==> config.mk <==
export PLATFORM = sky130hd
export DESIGN_NAME = lpsp_isqrt
export DESIGN_NICKNAME = d
export VERILOG_FILES = /design/src/rtl/core/assert_macros.svh /design/src/rtl/core/lpsp_pkg.sv /design/src/rtl/core/lpsp_isqrt.sv
export SDC_FILE = /design/constraint.sdc
export NUM_CORES = 2
export LEC_CHECK = 0
export BUFFER_PORTS_ARGS = -buffer_cell sky130_fd_sc_hd__buf_2
export CAP_MARGIN = 5
export CORE_ASPECT_RATIO = 1.2
export CORE_MARGIN = 2
export CORE_UTILIZATION = 40
export CTS_BUF_LIST = sky130_fd_sc_hd__clkbuf_4
export DETAILED_ROUTE_END_ITERATION = 8
export HOLD_SLACK_MARGIN = 0.05
export PLACE_DENSITY_LB_ADDON = 0.1
export SYNTH_ARGS = -nofsm -noshare
export SYNTH_HDL_FRONTEND = slang
export SYNTH_SLANG_ARGS = --single-unit
==> constraint.sdc <==
create_clock -name clk -period 3.79 [get_ports clk]
set_input_delay 0.758 -clock clk [delete_from_list [all_inputs] [get_ports clk]]
set_output_delay 0.758 -clock clk [all_outputs]
set_load 0.005 [all_outputs]
==> src/rtl/core/assert_macros.svh <==
// ============================================================================
// Assertion macros
// Concurrent assertion helpers shared by the lidar projection RTL.
// ============================================================================
`ifndef ASSERT_MACROS_SVH
`define ASSERT_MACROS_SVH
`ifndef SYNTHESIS
// Property that must hold at every clock edge outside reset.
`define ASSERT_ALWAYS(lbl, clk, rst_n, prop, msg) \
    lbl: assert property (@(posedge clk) disable iff (!rst_n) (prop)) else $error(msg);
// Same-cycle implication outside reset.
`define ASSERT_IMPLY(lbl, clk, rst_n, ante, cons, msg) \
    lbl: assert property (@(posedge clk) disable iff (!rst_n) (ante) |-> (cons)) \
        else $error(msg);
`else
`define ASSERT_ALWAYS(lbl, clk, rst_n, prop, msg)
`define ASSERT_IMPLY(lbl, clk, rst_n, ante, cons, msg)
`endif
`endif

==> src/rtl/core/lpsp_pkg.sv <==
// ============================================================================
// lpsp_pkg
// Widths, latencies and tables of the lidar spherical projection pipeline.
// ============================================================================
package lpsp_pkg;

    localparam int MAX_COLUMNS = 4096;
    localparam int MAX_ROWS    = 1024;

    localparam int COORD_W = 21;
    localparam int COL_W   = $clog2(MAX_COLUMNS);
    localparam int ROW_W   = $clog2(MAX_ROWS);
    localparam int RANGE_W = 21;
    localparam int AZ_W    = 17;
    localparam int NCOL_W  = 13;
    localparam int NROW_W  = 11;
    localparam int IN_W    = 64;
    localparam int OUT_W   = 48;

    // Square root: one result bit per stage.
    localparam int SQRT_STEPS = 29;
    localparam int SQRT_W     = 2 * SQRT_STEPS;
    localparam int SQRT_LAT   = SQRT_STEPS;

    // CORDIC vectoring: pre-rotation stage, iterations, clamp stage.
    localparam int CORDIC_STEPS = 18;
    localparam int CORDIC_W     = 32;
    localparam int ACC_W        = 26;
    localparam int ANG_W        = 25;
    localparam int ANG_FRAC     = 8;
    localparam int ANG_PI       = 8388608;
    localparam int CORDIC_LAT   = CORDIC_STEPS + 2;

    localparam logic signed [ACC_W-1:0] ATAN_TAB [CORDIC_STEPS] = '{
        26'sd2097152, 26'sd1238021, 26'sd654136, 26'sd332050, 26'sd166669,
        26'sd83416, 26'sd41718, 26'sd20860, 26'sd10430, 26'sd5215,
        26'sd2608, 26'sd1304, 26'sd652, 26'sd326, 26'sd163,
        26'sd81, 26'sd41, 26'sd20
    };

    // Column division.
    localparam int DIFF_W  = 26;
    localparam int NUM_W   = 39;
    localparam int MAG_W   = NUM_W - 1;
    localparam int DEN_W   = AZ_W + 1 + ANG_FRAC;
    localparam int DIV_LAT = COL_W + 1;

    typedef struct packed {
        logic [COL_W-1:0] q;
        logic             neg;
        logic             ovf;
    } col_res_t;

    typedef enum logic [1:0] {
        CFG_AZ_MIN = 2'd0,
        CFG_AZ_MAX = 2'd1,
        CFG_COLS   = 2'd2,
        CFG_ROWS   = 2'd3
    } cfg_idx_t;

endpackage

==> src/rtl/core/lpsp_isqrt.sv <==
// ============================================================================
// lpsp_isqrt
// Pipelined integer square root, floor result, one root bit per stage.
// ============================================================================
module lpsp_isqrt
    import lpsp_pkg::*;
(
    input  logic                  clk,
    input  logic                  en,
    input  logic [SQRT_W-1:0]     radicand,
    output logic [SQRT_STEPS-1:0] root
);

    logic [SQRT_W-1:0] n_reg  [SQRT_STEPS];
    logic [SQRT_W-1:0] r_reg  [SQRT_STEPS];
    logic [SQRT_W-1:0] n_next [SQRT_STEPS];
    logic [SQRT_W-1:0] r_next [SQRT_STEPS];

    always_comb
    begin
        logic [SQRT_W-1:0] n_cur;
        logic [SQRT_W-1:0] r_cur;
        logic [SQRT_W-1:0] b;
        logic [SQRT_W-1:0] s;
        for (int k = 0; k < SQRT_STEPS; k++)
        begin
            n_cur = (k == 0) ? radicand : n_reg[(k == 0) ? 0 : k - 1];
            r_cur = (k == 0) ? '0 : r_reg[(k == 0) ? 0 : k - 1];
            b = SQRT_W'(1) << (2 * (SQRT_STEPS - 1 - k));
            s = r_cur + b;
            if (n_cur >= s)
            begin
                n_next[k] = n_cur - s;
                r_next[k] = (r_cur >> 1) + b;
            end
            else
            begin
                n_next[k] = n_cur;
                r_next[k] = r_cur >> 1;
            end
        end
    end

    always_ff @(posedge clk)
    begin
        if (en)
        begin
            for (int k = 0; k < SQRT_STEPS; k++)
            begin
                n_reg[k] <= n_next[k];
                r_reg[k] <= r_next[k];
            end
        end
    end

    assign root = r_reg[SQRT_STEPS-1][SQRT_STEPS-1:0];

endmodule

==> summary.txt <==
1st-pass router iterations - 6
grt ovf - 0
Critical R2R Launch - r_reg[1][419]
largest cells by area after synthesis - edfxtp_1 63%, ha_1 5.8%, xnor2_1 3.6%
CP startpoint - r_reg[1][419]
Mapped Nets - 8366
Async SR Flop Fraction - 0
total power - 65200 uW
yosys synthesis warning count - 0
Clk Latency, worst-skew pair - 1.29 ns
# IOs - 89
Nets - 9252
I/O Buffers - 88
post-synthesis sequential area ratio - 0.626
largest net degree at the start of global routing - 160
Routed WL per cell - 20.9 microns
WL final - 258000 microns
Post-Synth Adder-Cell Area - 0.0583
layout cell share with drive strength beyond 1 - 0.148
clk sinks - 2059
synthesized flop and latch total - 2059
Fin. Hold Viols - 0
Worst Reg-to-Reg Cells - 11
total of max-cap violations - 0
die height - 548 microns
post-synth top area share - 0.626
R2R setup slack - 0.18 ns
commonest cells in the netlist - 2059 x edfxtp_1, 563 x inv_1, 515 x nand2_1
Die ar. - 0.251 sq mm
Peak VDD IR - 0.000279 V
Crit. End Element - flop
Initial Util - 0.402
Tcrit/Tclk final - 0.954
initial antenna violation count - 13
drt initial violations - 4773
fin area - 0.113 sq mm
CTS tree - built
Worst EP arrival - 4.57 ns
first-pass GRT wire length - 390000 microns
Peak Freq - 0.277 GHz
Tmin final - 3.61 ns
H-tree depth - 6
worst-path fanout max - 4
worst slew pin tran - 0.987 ns
Mean Syn Cell Area - 12.6 sq um
dpl hpwl - 194000 microns
reg-to-reg endpoint - n_reg[1][520]
clk slew on worst S/H paths - 0.07 ns
Slew HR - 0.336
total track usage - 0.201
simple-gate area share of the yosys netlist - 0.122
dpl cell area - 0.105 sq mm
Synth Area in XOR/XNOR - 0.0636
Compound-Gate Fraction of Synth Area - 0.0933
Core Rows - 199
Critical Path RT - 4.74 ns
Synth cell types - 85
cell count after synthesis - 7846
mapped cell area - 0.0987 sq mm
pre-CTS setup slack - -0.0554 ns
Root Buffer - clkbuf_4
RSZ-0062 raised after global routing - false
CP Cell Sequence - inv_1, ha_1, a21o_1, or2_2, o211a_1, or3b_1, a211oi_1, o31ai_1, a2111o_1, nor4_1, xor2_1
setup ws final - 0.176 ns
cell with the most instances after synthesis - edfxtp_1
Final setup violation count - 0
main flop type after synthesis - edfxtp_1
P per Cell Area - 576 mW/mm^2
CP startpoint kind - flop
max reg flops - 1624
Worst Setup EP - n_reg[1][520]
main combinational cell family by area after synthesis - simple AND/OR/NAND/NOR gates
worst hold path class - primary input to flop
DRC errors left - 0
clk_skew - 0.125 ns
final slew viol count - 0
slowest stage delay, CP - 0.48 ns
post-synthesis mux area share - 0.00938
CP Class - flop to flop
vias in the first global route - 66000
EDFF count, synth - 2059
RD Place Congestion - 0.890
via/cell ratio - 5.31
Leak - 0.0434 uW
Clock Tree Buf Depth - 4
CP max stage cell - a2111o_1
Core Region - 0.245 sq mm
leading area contributor after synthesis - edfxtp_1
Die X-Extent - 457 microns
total CTS buffers - 557
vias - 65500
Routed Antenna Nets - 0
final core utilization - 0.462
outcome - complete, no violations
Area Growth Syn to Fin - 14.7%
per-layer routing:
metal | part of all wire | track usage
met1 | 0.42 | 0.250
met2 | 0.51 | 0.360
met3 | 0.041 | 0.0293
met4 | 0.025 | 0.0644
met5 | 0 | 0
logic make-up (layout without fill, tap and decap cells):
| logic type | after synthesis | count (layout) |
|---|---|---|
| buf+inv | 707 | 1976 |
| xor+xnor | 717 | 717 |
| compound gates | 1488 | 1488 |
| other cells | 0 | 6 |
| mux | 83 | 83 |
| flops | 2059 | 2059 |
| fa+ha+maj | 460 | 460 |
| simple gates | 2332 | 2332 |
final cells by class:
cell class / count / area, sq um
tap: 3216 / 4020
clock inverter: 181 / 1190
antenna: 6 / 15.0
fill: 22400 / 132000
timing repair buffer: 467 / 3960
multi-input combinational: 5080 / 34300
inverter: 567 / 2130
sequential: 2059 / 61800
clock buffer: 761 / 5710
cells in the final DEF (no fill, tap or decap), drive strengths merged, types with 30 or more instances in the layout:
master / Yosys / routed
nand3: 162 / 162
o21ai: 346 / 346
buf: 21 / 350
and3: 52 / 52
nor4: 270 / 270
o31ai: 30 / 30
clkinv: 1 / 144
mux2: 76 / 76
o21bai: 48 / 48
nand2: 515 / 515
nand4: 125 / 125
ha: 460 / 460
xor2: 311 / 311
a211oi: 33 / 33
nor4b: 36 / 36
o211ai: 32 / 32
dlygate4sd3: 0 / 116
nor3: 204 / 204
or4: 57 / 57
nand2b: 86 / 86
nor2b: 56 / 56
o21a: 94 / 94
clkbuf: 119 / 762
a21o: 176 / 176
and2: 30 / 30
edfxtp: 2059 / 2059
or3: 81 / 81
a21oi: 508 / 508
nor2: 514 / 514
or2: 30 / 30
xnor2: 406 / 406
a31oi: 42 / 42
inv: 566 / 579
through the flow:
step                      std cells  TNS, ns  hold slack [ns]
after floorplan                7846        0            0.417
after global placement        11300  -0.0394            0.426
after detailed placement      11300  -0.0554            0.433
after CTS                     12300        0            0.138
after global routing          12300        0            0.244
final                         12300        0            0.356
critical path, delay by kind of cell, from the launching register on:
kind,cells,cell delay (ns)
buffers and inverters,1,0.05
flip-flops,1,0.36
AND/OR/NAND/NOR,3,1.09
XOR/XNOR,1,0.11
AO/OA/AOI/OAI,5,1.47
adder cells (fa/ha/maj),1,0.31
report_power, final:
group	internal [uW]	switching [uW]
sequential	28900	2460
clock	10300	9340
combinational	6020	8250
worst min path at each step:
stage | start | end | slack (ns) | cells past startpoint
after CTS | radicand[56] | n_reg[0][56] | 0.14 | 3
after floorplan | n_reg[0][290] | n_reg[0][348] | 0.42 | 0
final | radicand[56] | n_reg[0][56] | 0.36 | 3
after global routing | radicand[56] | n_reg[0][56] | 0.24 | 3
after detailed placement | n_reg[0][388] | n_reg[0][446] | 0.43 | 0
after global placement | n_reg[0][132] | n_reg[0][190] | 0.43 | 0
timing repair:
item,in CTS,in global routing
hold buffers,116,0
hold endpoints to repair,155,0
endpoints found under the setup margin,0,38
resized for setup,0,15
buffers inserted,0,1
No activity file was read; power rests on OpenSTA's default activity.
