===== src/rtl/core/assert_macros.svh =====
// ============================================================================
// Assertion macros
// Concurrent assertion helpers shared by the lidar projection RTL.
// ============================================================================
`ifndef ASSERT_MACROS_SVH
`define ASSERT_MACROS_SVH
`ifndef SYNTHESIS
// Property that must hold at every clock edge outside reset.
`define ASSERT_ALWAYS(lbl, clk, rst_n, prop, msg) \
    lbl: assert property (@(posedge clk) disable iff (!rst_n) (prop)) else $error(msg);
// Same-cycle implication outside reset.
`define ASSERT_IMPLY(lbl, clk, rst_n, ante, cons, msg) \
    lbl: assert property (@(posedge clk) disable iff (!rst_n) (ante) |-> (cons)) \
        else $error(msg);
`else
`define ASSERT_ALWAYS(lbl, clk, rst_n, prop, msg)
`define ASSERT_IMPLY(lbl, clk, rst_n, ante, cons, msg)
`endif
`endif


===== src/rtl/core/lpsp_pkg.sv =====
// ============================================================================
// lpsp_pkg
// Widths, latencies and tables of the lidar spherical projection pipeline.
// ============================================================================
package lpsp_pkg;

    localparam int MAX_COLUMNS = 4096;
    localparam int MAX_ROWS    = 1024;

    localparam int COORD_W = 21;
    localparam int COL_W   = $clog2(MAX_COLUMNS);
    localparam int ROW_W   = $clog2(MAX_ROWS);
    localparam int RANGE_W = 21;
    localparam int AZ_W    = 17;
    localparam int NCOL_W  = 13;
    localparam int NROW_W  = 11;
    localparam int IN_W    = 64;
    localparam int OUT_W   = 48;

    // Square root: one result bit per stage.
    localparam int SQRT_STEPS = 29;
    localparam int SQRT_W     = 2 * SQRT_STEPS;
    localparam int SQRT_LAT   = SQRT_STEPS;

    // CORDIC vectoring: pre-rotation stage, iterations, clamp stage.
    localparam int CORDIC_STEPS = 18;
    localparam int CORDIC_W     = 32;
    localparam int ACC_W        = 26;
    localparam int ANG_W        = 25;
    localparam int ANG_FRAC     = 8;
    localparam int ANG_PI       = 8388608;
    localparam int CORDIC_LAT   = CORDIC_STEPS + 2;

    localparam logic signed [ACC_W-1:0] ATAN_TAB [CORDIC_STEPS] = '{
        26'sd2097152, 26'sd1238021, 26'sd654136, 26'sd332050, 26'sd166669,
        26'sd83416, 26'sd41718, 26'sd20860, 26'sd10430, 26'sd5215,
        26'sd2608, 26'sd1304, 26'sd652, 26'sd326, 26'sd163,
        26'sd81, 26'sd41, 26'sd20
    };

    // Column division.
    localparam int DIFF_W  = 26;
    localparam int NUM_W   = 39;
    localparam int MAG_W   = NUM_W - 1;
    localparam int DEN_W   = AZ_W + 1 + ANG_FRAC;
    localparam int DIV_LAT = COL_W + 1;

    typedef struct packed {
        logic [COL_W-1:0] q;
        logic             neg;
        logic             ovf;
    } col_res_t;

    typedef enum logic [1:0] {
        CFG_AZ_MIN = 2'd0,
        CFG_AZ_MAX = 2'd1,
        CFG_COLS   = 2'd2,
        CFG_ROWS   = 2'd3
    } cfg_idx_t;

endpackage


===== src/rtl/core/lpsp_coldiv.sv =====
// ============================================================================
// lpsp_coldiv
// Pipelined signed-by-positive division giving a saturating column quotient.
// ============================================================================
module lpsp_coldiv
    import lpsp_pkg::*;
(
    input  logic                    clk,
    input  logic                    en,
    input  logic signed [NUM_W-1:0] num,
    input  logic [DEN_W-1:0]        den,
    output col_res_t                res
);

    // User holds the configured divisor steady while items flow; unchecked.
    logic [MAG_W-1:0] den_ext;
    logic [MAG_W-1:0] mag;

    logic [MAG_W-1:0] rem_reg  [COL_W+1];
    logic [COL_W-1:0] q_reg    [COL_W+1];
    logic             neg_reg  [COL_W+1];
    logic             ovf_reg  [COL_W+1];
    logic [MAG_W-1:0] rem_next [COL_W];
    logic [COL_W-1:0] q_next   [COL_W];

    assign den_ext = {{(MAG_W - DEN_W){1'b0}}, den};
    assign mag     = (num < 0) ? MAG_W'(-num) : MAG_W'(num);

    always_comb
    begin
        logic [MAG_W-1:0] trial;
        for (int j = 0; j < COL_W; j++)
        begin
            trial = den_ext << (COL_W - 1 - j);
            if (rem_reg[j] >= trial)
            begin
                rem_next[j] = rem_reg[j] - trial;
                q_next[j]   = q_reg[j] | (COL_W'(1) << (COL_W - 1 - j));
            end
            else
            begin
                rem_next[j] = rem_reg[j];
                q_next[j]   = q_reg[j];
            end
        end
    end

    always_ff @(posedge clk)
    begin
        if (en)
        begin
            // A quotient that does not fit the column range is flagged.
            rem_reg[0] <= mag;
            q_reg[0]   <= '0;
            neg_reg[0] <= (num < 0);
            ovf_reg[0] <= (mag >= (den_ext << COL_W));
            for (int j = 0; j < COL_W; j++)
            begin
                rem_reg[j+1] <= rem_next[j];
                q_reg[j+1]   <= q_next[j];
                neg_reg[j+1] <= neg_reg[j];
                ovf_reg[j+1] <= ovf_reg[j];
            end
        end
    end

    assign res.q   = q_reg[COL_W];
    assign res.neg = neg_reg[COL_W];
    assign res.ovf = ovf_reg[COL_W];

endmodule


===== config.mk =====
export PLATFORM = sky130hd
export DESIGN_NAME = lpsp_coldiv
export DESIGN_NICKNAME = d
export VERILOG_FILES = /design/src/rtl/core/assert_macros.svh /design/src/rtl/core/lpsp_pkg.sv /design/src/rtl/core/lpsp_coldiv.sv
export SDC_FILE = /design/constraint.sdc
export NUM_CORES = 1
export LEC_CHECK = 0
export BUFFER_PORTS_ARGS = -buffer_cell sky130_fd_sc_hd__buf_4
export CAP_MARGIN = 0
export CORE_ASPECT_RATIO = 0.75
export CORE_UTILIZATION = 64
export CTS_CLUSTER_DIAMETER = 150
export DETAILED_ROUTE_END_ITERATION = 7
export HOLD_SLACK_MARGIN = 0.08
export PLACE_DENSITY = 0.81
export SYNTH_ARGS = -nofsm -noshare
export SYNTH_HDL_FRONTEND = slang
export SYNTH_SLANG_ARGS = --single-unit
export TNS_END_PERCENT = 20

===== constraint.sdc =====
create_clock -name clk -period 7.9 [get_ports clk]
set_clock_uncertainty 0.15 [all_clocks]
set_input_delay 1.975 -clock clk [delete_from_list [all_inputs] [get_ports clk]]
set_output_delay 1.975 -clock clk [all_outputs]
set_load 0.02 [all_outputs]

==> results of run 1 <==
worst min path at each step:
| stage | start | to | slack, ps | cells after the start |
|---|---|---|---|---|
| final | ovf_reg[0][4] | ovf_reg[0][5] | 270 | 0 |
| after global placement | neg_reg[1][2] | neg_reg[1][3] | 250 | 0 |
| after global routing | q_reg[1][18] | q_reg[1][30] | 270 | 0 |
| after detailed placement | neg_reg[0][6] | neg_reg[0][7] | 250 | 0 |
| after floorplan | neg_reg[0][0] | neg_reg[0][1] | 250 | 0 |
| after CTS | q_reg[1][18] | q_reg[1][30] | 260 | 0 |
logic make-up after synthesis:
family | after synthesis | synth area share
compound gates | 1079 | 0.1780
buf+inv | 228 | 0.02298
fa+ha+maj | 350 | 0.1188
simple gates | 1020 | 0.1338
flops | 560 | 0.4477
mux | 62 | 0.01849
xor+xnor | 344 | 0.08021
worst register-to-register path, stage by stage, from the launching register on:
cell      delay (ps)
edfxtp_1         420
ha_1             440
nand4_1          190
nor4_1           680
nand3_1          300
nor4_1           310
or4_1            190
a211o_1          870
nand4_1          280
xnor2_1          210
metrics by stage:
stage	std cells	setup slack [ps]	area [um2]	total power [mW]
floorplan	3643	1138	37560	10.47
global placement	4451	583.0	39230	12.04
detailed placement	4451	501.8	39230	12.21
CTS	4554	1146	41050	14.95
global route	4556	724.7	41060	16.01
finish	4556	1047	41060	15.10
final cells by class:
class | count | area (um2)
repair buffers | 125 | 983.4
flip-flops and latches | 560 | 16820
well taps | 780 | 975.9
clock buffers | 63 | 1449
clock inverters | 40 | 377.9
multi-input cells | 2855 | 19960
fillers | 4223 | 16660
inverters | 131 | 491.7
diodes | 2 | 5.005
power by group through the flow:
stage                     Sequential, mW  Combinational (mW)  Clock, mW
final                               5.32                7.10       2.67
after global routing                5.38                7.81       2.82
after CTS                           5.29                6.95       2.70
after detailed placement            5.34                6.87          0
after global placement              5.33                6.71          0
after floorplan                     5.03                5.44          0
per-layer routing:
layer  share of wire  vias to the layer above
met2            0.45                     1288
met5               0                        -
met4           0.046                        0
li1                -                    13960
met1            0.43                    13910
met3           0.077                      241
placed cells by master (no fill, tap or decap), drive strengths merged, types with 47 or more instances in the layout:
master  Yosys  final
nor2b      47     47
inv       131    134
nand3      78     78
nor2      275    275
nand2     266    266
xor2      117    117
xnor2     227    227
a21o      174    174
ha        339    339
nand4      54     54
edfxtp    560    560
buf        10    125
nor3       77     77
clkbuf     87     63
mux2       59     59
o21ai     234    234
a21oi     377    377
==> flow_summary.yaml, run 1 <==
synthesis:
  netlist-cell-type-count: 75
  syn_nets: 4060
  syn_area_um2: 37560
  ys_seq_area_frac: 0.4477
  synth_common_cells: "edfxtp_1, a21oi_1, ha_1, nor2_1, nand2_1"
  avgSynthCellArea_um2: 10.31
  yosysMostFrequentCell: "edfxtp_1"
  synth_edf_count: 560
  synth_top_area_frac: 0.4477
  synthTopCellsByArea: "edfxtp_1, ha_1, xnor2_1"
  syn_inst: 3643
  synthArstFlopShare: 0
  synth_seq_cells: 560
  synth_top_area_cell: "edfxtp_1"
  ys.flop_type: "edfxtp_1"
  ys_warn_count: 0
power:
  p_sw_mw: 5.890
  combPwrFrac: 0.470
  vdd_drop_max_uv: 246.1
  p_seq_frac: 0.353
  p_int_mw: 9.208
  p_leak_nw: 16.16
  p_sw_frac: 0.3901
  clkPwrFrac: 0.177
  power.density_nw_per_um2: 367.7
timing:
  hold_violations: 0
  worst_slew_pin_slew_ps: 1155
  tns_ps: 0
  hold_slack_ps: 265.1
  finalSetupViolCount: 0
  period_share: 0.8675
  grt_setup_unrepaired: "no"
  slew_headroom: 0.2202
  slew_violations: 0
  period_needed_ps: 6853
  max_freq_mhz: 145.9
setup_path:
  critPathCapture: "ovf_reg[0][0]"
  startpoint_type: "input port"
  r2r-start: "rem_reg[2][13]"
  r2r-end: "rem_reg[2][71]"
  cp_num_cells: 19
  worst-r2r-cell-count: 9
  crit_required_ps: 8270
  startpoint: "num[5]"
  r2r_slack_ps: 3590
  crit_family: "simple AND/OR/NAND/NOR gates"
  critical-path-slowest-cell: "or4_4"
  path_buf_inv: 1
  critPathArrivalTime_ps: 7230
  path_cells: "buf_4, or4_4, nor4_4, nand2_1, or4_1, nor2_1, nand2_1, or4_1, or4_4, o41ai_1, xnor2_1, ha_1, nand4_1, nor4_1, nand4_1, nand4b_1, or3_1, o31ai_1, or3_1"
  path_class: "in2reg"
  worstPathMaxFanout: 5
  cp-end-kind: "register"
  slowest_delay_ps: 580
global_route:
  grt_max_degree: 169
  grt_use_met3: 0.04955
  grt_pass1_vias: 27350
  grt_pass1_wl_um: 150700
  gr-usage-met2: 0.5178
  grt_usage: 0.3251
  grt_remaining_overflow: 0
  busiest_layer: "met2"
  antenna_found_initial: 4
  grtUsageMet1: 0.4414
route:
  wl_um: 97290
  dr.pass1.iters: 6
  vias_per_cell: 6.453
  antenna_left: 0
  drtIter0Drc: 2887
  wl_per_cell_um: 21.35
  via_count: 29400
  drcViolationCount: 0
clock_tree:
  cts.sink_count: 560
  cts_tree: "yes"
  cts-htree-levels: 2
  cts_inserted_buffers: 57
  cts-resized-gates: 0
  clk_pin_slew_ps: 60
  max-clock-path-buffers: 3
  clk_latency_ps: 660
  cts_setup_buffers: 0
  cts_hold_buffers: 0
  cts_root_buffer: "clkbuf_16"
finish:
  final_nets: 4147
  largest_reg_flops: 456
  post-route-util: 0.7113
  syn2layout_area_growth_pct: 9.310
  drive_above_1_share: 0.08135
die:
  core_area_um2: 57720
  dieArea_um2: 59670
  rows: 76
  fp.dieH_um: 211.8
  ios: 81
  die_x_um: 281.7
  start_util: 0.6507
run:
  cap_violations: 0
place:
  numPortBuffers: 80
  gp_congestion: 0.9547
  hpwl_um: 69860
run_status:
  status: "complete, no violations"
hold_path:
  hold_path_class: "reg2reg"
(Power assumes the default switching activity.)
==> inputs of run 2 (changes only) <==
--- a/config.mk
+++ b/config.mk
@@ -8,11 +8,12 @@
 export BUFFER_PORTS_ARGS = -buffer_cell sky130_fd_sc_hd__buf_4
 export CAP_MARGIN = 0
 export CORE_ASPECT_RATIO = 0.75
-export CORE_UTILIZATION = 64
+export CORE_UTILIZATION = 65
+export CTS_BUF_LIST = sky130_fd_sc_hd__clkbuf_8
 export CTS_CLUSTER_DIAMETER = 150
 export DETAILED_ROUTE_END_ITERATION = 7
 export HOLD_SLACK_MARGIN = 0.08
-export PLACE_DENSITY = 0.81
+export PLACE_DENSITY = 0.82
 export SYNTH_ARGS = -nofsm -noshare
 export SYNTH_HDL_FRONTEND = slang
 export SYNTH_SLANG_ARGS = --single-unit
==> constraint.sdc (replaced) <==
create_clock -name clk -period 7.9 [get_ports clk]
set_clock_uncertainty 0.15 [all_clocks]
set_input_delay 1.975 -clock clk [delete_from_list [all_inputs] [get_ports clk]]
set_output_delay 1.975 -clock clk [all_outputs]
set_load 0.005 [all_outputs]
==> flow_summary.yaml, run 2 (synthesis results as in run 1) <==
run_status:
  status: "complete, no violations"
route:
  antenna_left: 0
  drcViolationCount: 0
  drtIter0Drc: 3117
  via_count: 29590
  vias_per_cell: 6.426
  dr.pass1.iters: 5
  wl_um: 97520
  wl_per_cell_um: 21.18
power:
  vdd_drop_max_uv: 203.4
  p_sw_mw: 5.878
  p_leak_nw: 16.19
  power.density_nw_per_um2: 362.8
  clkPwrFrac: 0.164
  p_sw_frac: 0.3959
  p_seq_frac: 0.359
  combPwrFrac: 0.477
  p_int_mw: 8.971
hold_path:
  hold-path-endpoint: "ovf_reg[1][3]"
  hold_path_class: "reg2reg"
  hold_depth: 0
  hold_start: "ovf_reg[1][2]"
global_route:
  grt_usage: 0.3311
  busiest_layer: "met2"
  grt_remaining_overflow: 0
  grt_pass1_wl_um: 151200
  gr-usage-met2: 0.5139
  grt_use_met3: 0.06495
  grtUsageMet1: 0.4535
  antenna_found_initial: 3
  grt_max_degree: 173
  grt_pass1_vias: 27600
place:
  hpwl_um: 71350
  gp_congestion: 0.9617
  numPortBuffers: 80
  pre_cts_ws_ps: 417.9
  placed_cells: 4444
  dpl_cell_area_um2: 39240
timing:
  period_needed_ps: 6894
  setup_ws_ps: 1006
  hold_violations: 0
  slew_headroom: 0.1648
  slew_violations: 0
  tns_ps: 0
  grt_setup_unrepaired: "no"
  period_share: 0.8726
  worst_slew_pin_slew_ps: 1237
  finalSetupViolCount: 0
  max_freq_mhz: 145.1
clock_tree:
  cts_tree: "yes"
  clk_pin_slew_ps: 60
  cts-htree-levels: 3
  cts_root_buffer: "clkbuf_8"
  cts_inserted_buffers: 88
  cts_setup_buffers: 0
  cts-resized-gates: 0
  cts_hold_buffers: 0
  cts.sink_count: 560
  clk_latency_ps: 720
  max-clock-path-buffers: 3
setup_path:
  path_buf_inv: 1
  cp-end-kind: "register"
  r2r-start: "rem_reg[0][14]"
  crit_family: "simple AND/OR/NAND/NOR gates"
  critPathArrivalTime_ps: 7310
  startpoint_type: "input port"
  crit_required_ps: 8310
  r2r_slack_ps: 3410
  path_class: "in2reg"
  slowest_delay_ps: 570
  r2r-end: "rem_reg[0][55]"
  worstPathMaxFanout: 5
  critical-path-slowest-cell: "or4_4"
  path_cells: "buf_4, or4_4, nor4_4, nand2_1, or4_1, nor2_1, nand2_1, or4_1, or4_4, o41ai_1, xnor2_1, ha_1, nand4_1, nor4_1, nand4_1, nand4b_1, or3_1, o31ai_1, or3_1"
  worst-r2r-cell-count: 10
die:
  ios: 81
  die_x_um: 279.6
  dieArea_um2: 58760
  start_util: 0.6649
  rows: 75
  core_area_um2: 56490
  fp.dieH_um: 210.2
finish:
  drive_above_1_share: 0.08920
  final_nets: 4181
  layout_common_cells: "edfxtp_1, a21oi_1, ha_1"
  post-route-util: 0.7245
  final_common_cell: "edfxtp_1"
  fill_cells: 4082
  postLayoutCellArea_um2: 40930
  syn2layout_area_growth_pct: 8.964
  largest_reg_flops: 456
  fin_cells: 4605
run:
  cap_violations: 0
## run 2: cell types whose count changed in the layout (fill, tap and decap cells not counted), moves of 2 or more
cell,delta
clkbuf_1,-6
clkinv_4,-2
clkinv_2,+8
buf_4,+3
clkbuf_8,+88
inv_1,+7
clkbuf_16,-57
clkinv_1,+24
clkinvlp_4,-5
## run 2: final cells by class
class | count | area [um2] | share of cell area
Antenna cell | 1 | 2.502 | 0.00006114
Tap cell | 770 | 963.4 | 0.02354
Sequential cell | 560 | 16820 | 0.4109
Inverter | 131 | 491.7 | 0.01201
Clock inverter | 72 | 478.0 | 0.01168
Timing Repair Buffer | 128 | 1006 | 0.02458
Clock buffer | 88 | 1211 | 0.02959
Multi-Input combinational cell | 2855 | 19960 | 0.4877
## run 2: power by group through the flow
stage | Clock (mW) | Combinational, mW | Sequential [mW]
floorplan | 0 | 5.44 | 5.03
global placement | 0 | 6.73 | 5.34
detailed placement | 0 | 6.88 | 5.35
CTS | 2.46 | 6.94 | 5.30
global route | 2.59 | 7.82 | 5.38
finish | 2.43 | 7.09 | 5.33
## run 2: stage by stage
stage          power (mW)  hold slack [ps]
2_1_floorplan       10.47            250.3
3_3_place_gp        12.07            250.2
3_5_place_dp        12.23            254.5
4_1_cts             14.71            255.8
5_1_grt             15.79            266.0
6_report            14.85            256.1
## run 2: worst max path at each step
stage | from | endpoint | cells past startpoint
after floorplan | num[5] | ovf_reg[0][0] | 18
after global placement | num[5] | ovf_reg[0][0] | 19
after detailed placement | num[5] | ovf_reg[0][0] | 19
after CTS | num[5] | ovf_reg[0][0] | 19
after global routing | num[5] | ovf_reg[0][0] | 19
final | num[5] | ovf_reg[0][0] | 19
## run 2: worst reg2reg max path: stages, from the launching register on
cell      delay (ps)
edfxtp_1         440
ha_1             410
and3_1           250
a221o_1          250
a211oi_1         140
o21ai_0          560
nand2_1          180
a31oi_1          290
o21a_1           840
buf_4            360
mux2_2           360
## run 2: metal layers
metal	vias to the layer above	share of wire
li1	14020	-
met1	14020	0.43
met2	1271	0.44
met3	289	0.084
met4	2	0.048
met5	-	0.00015
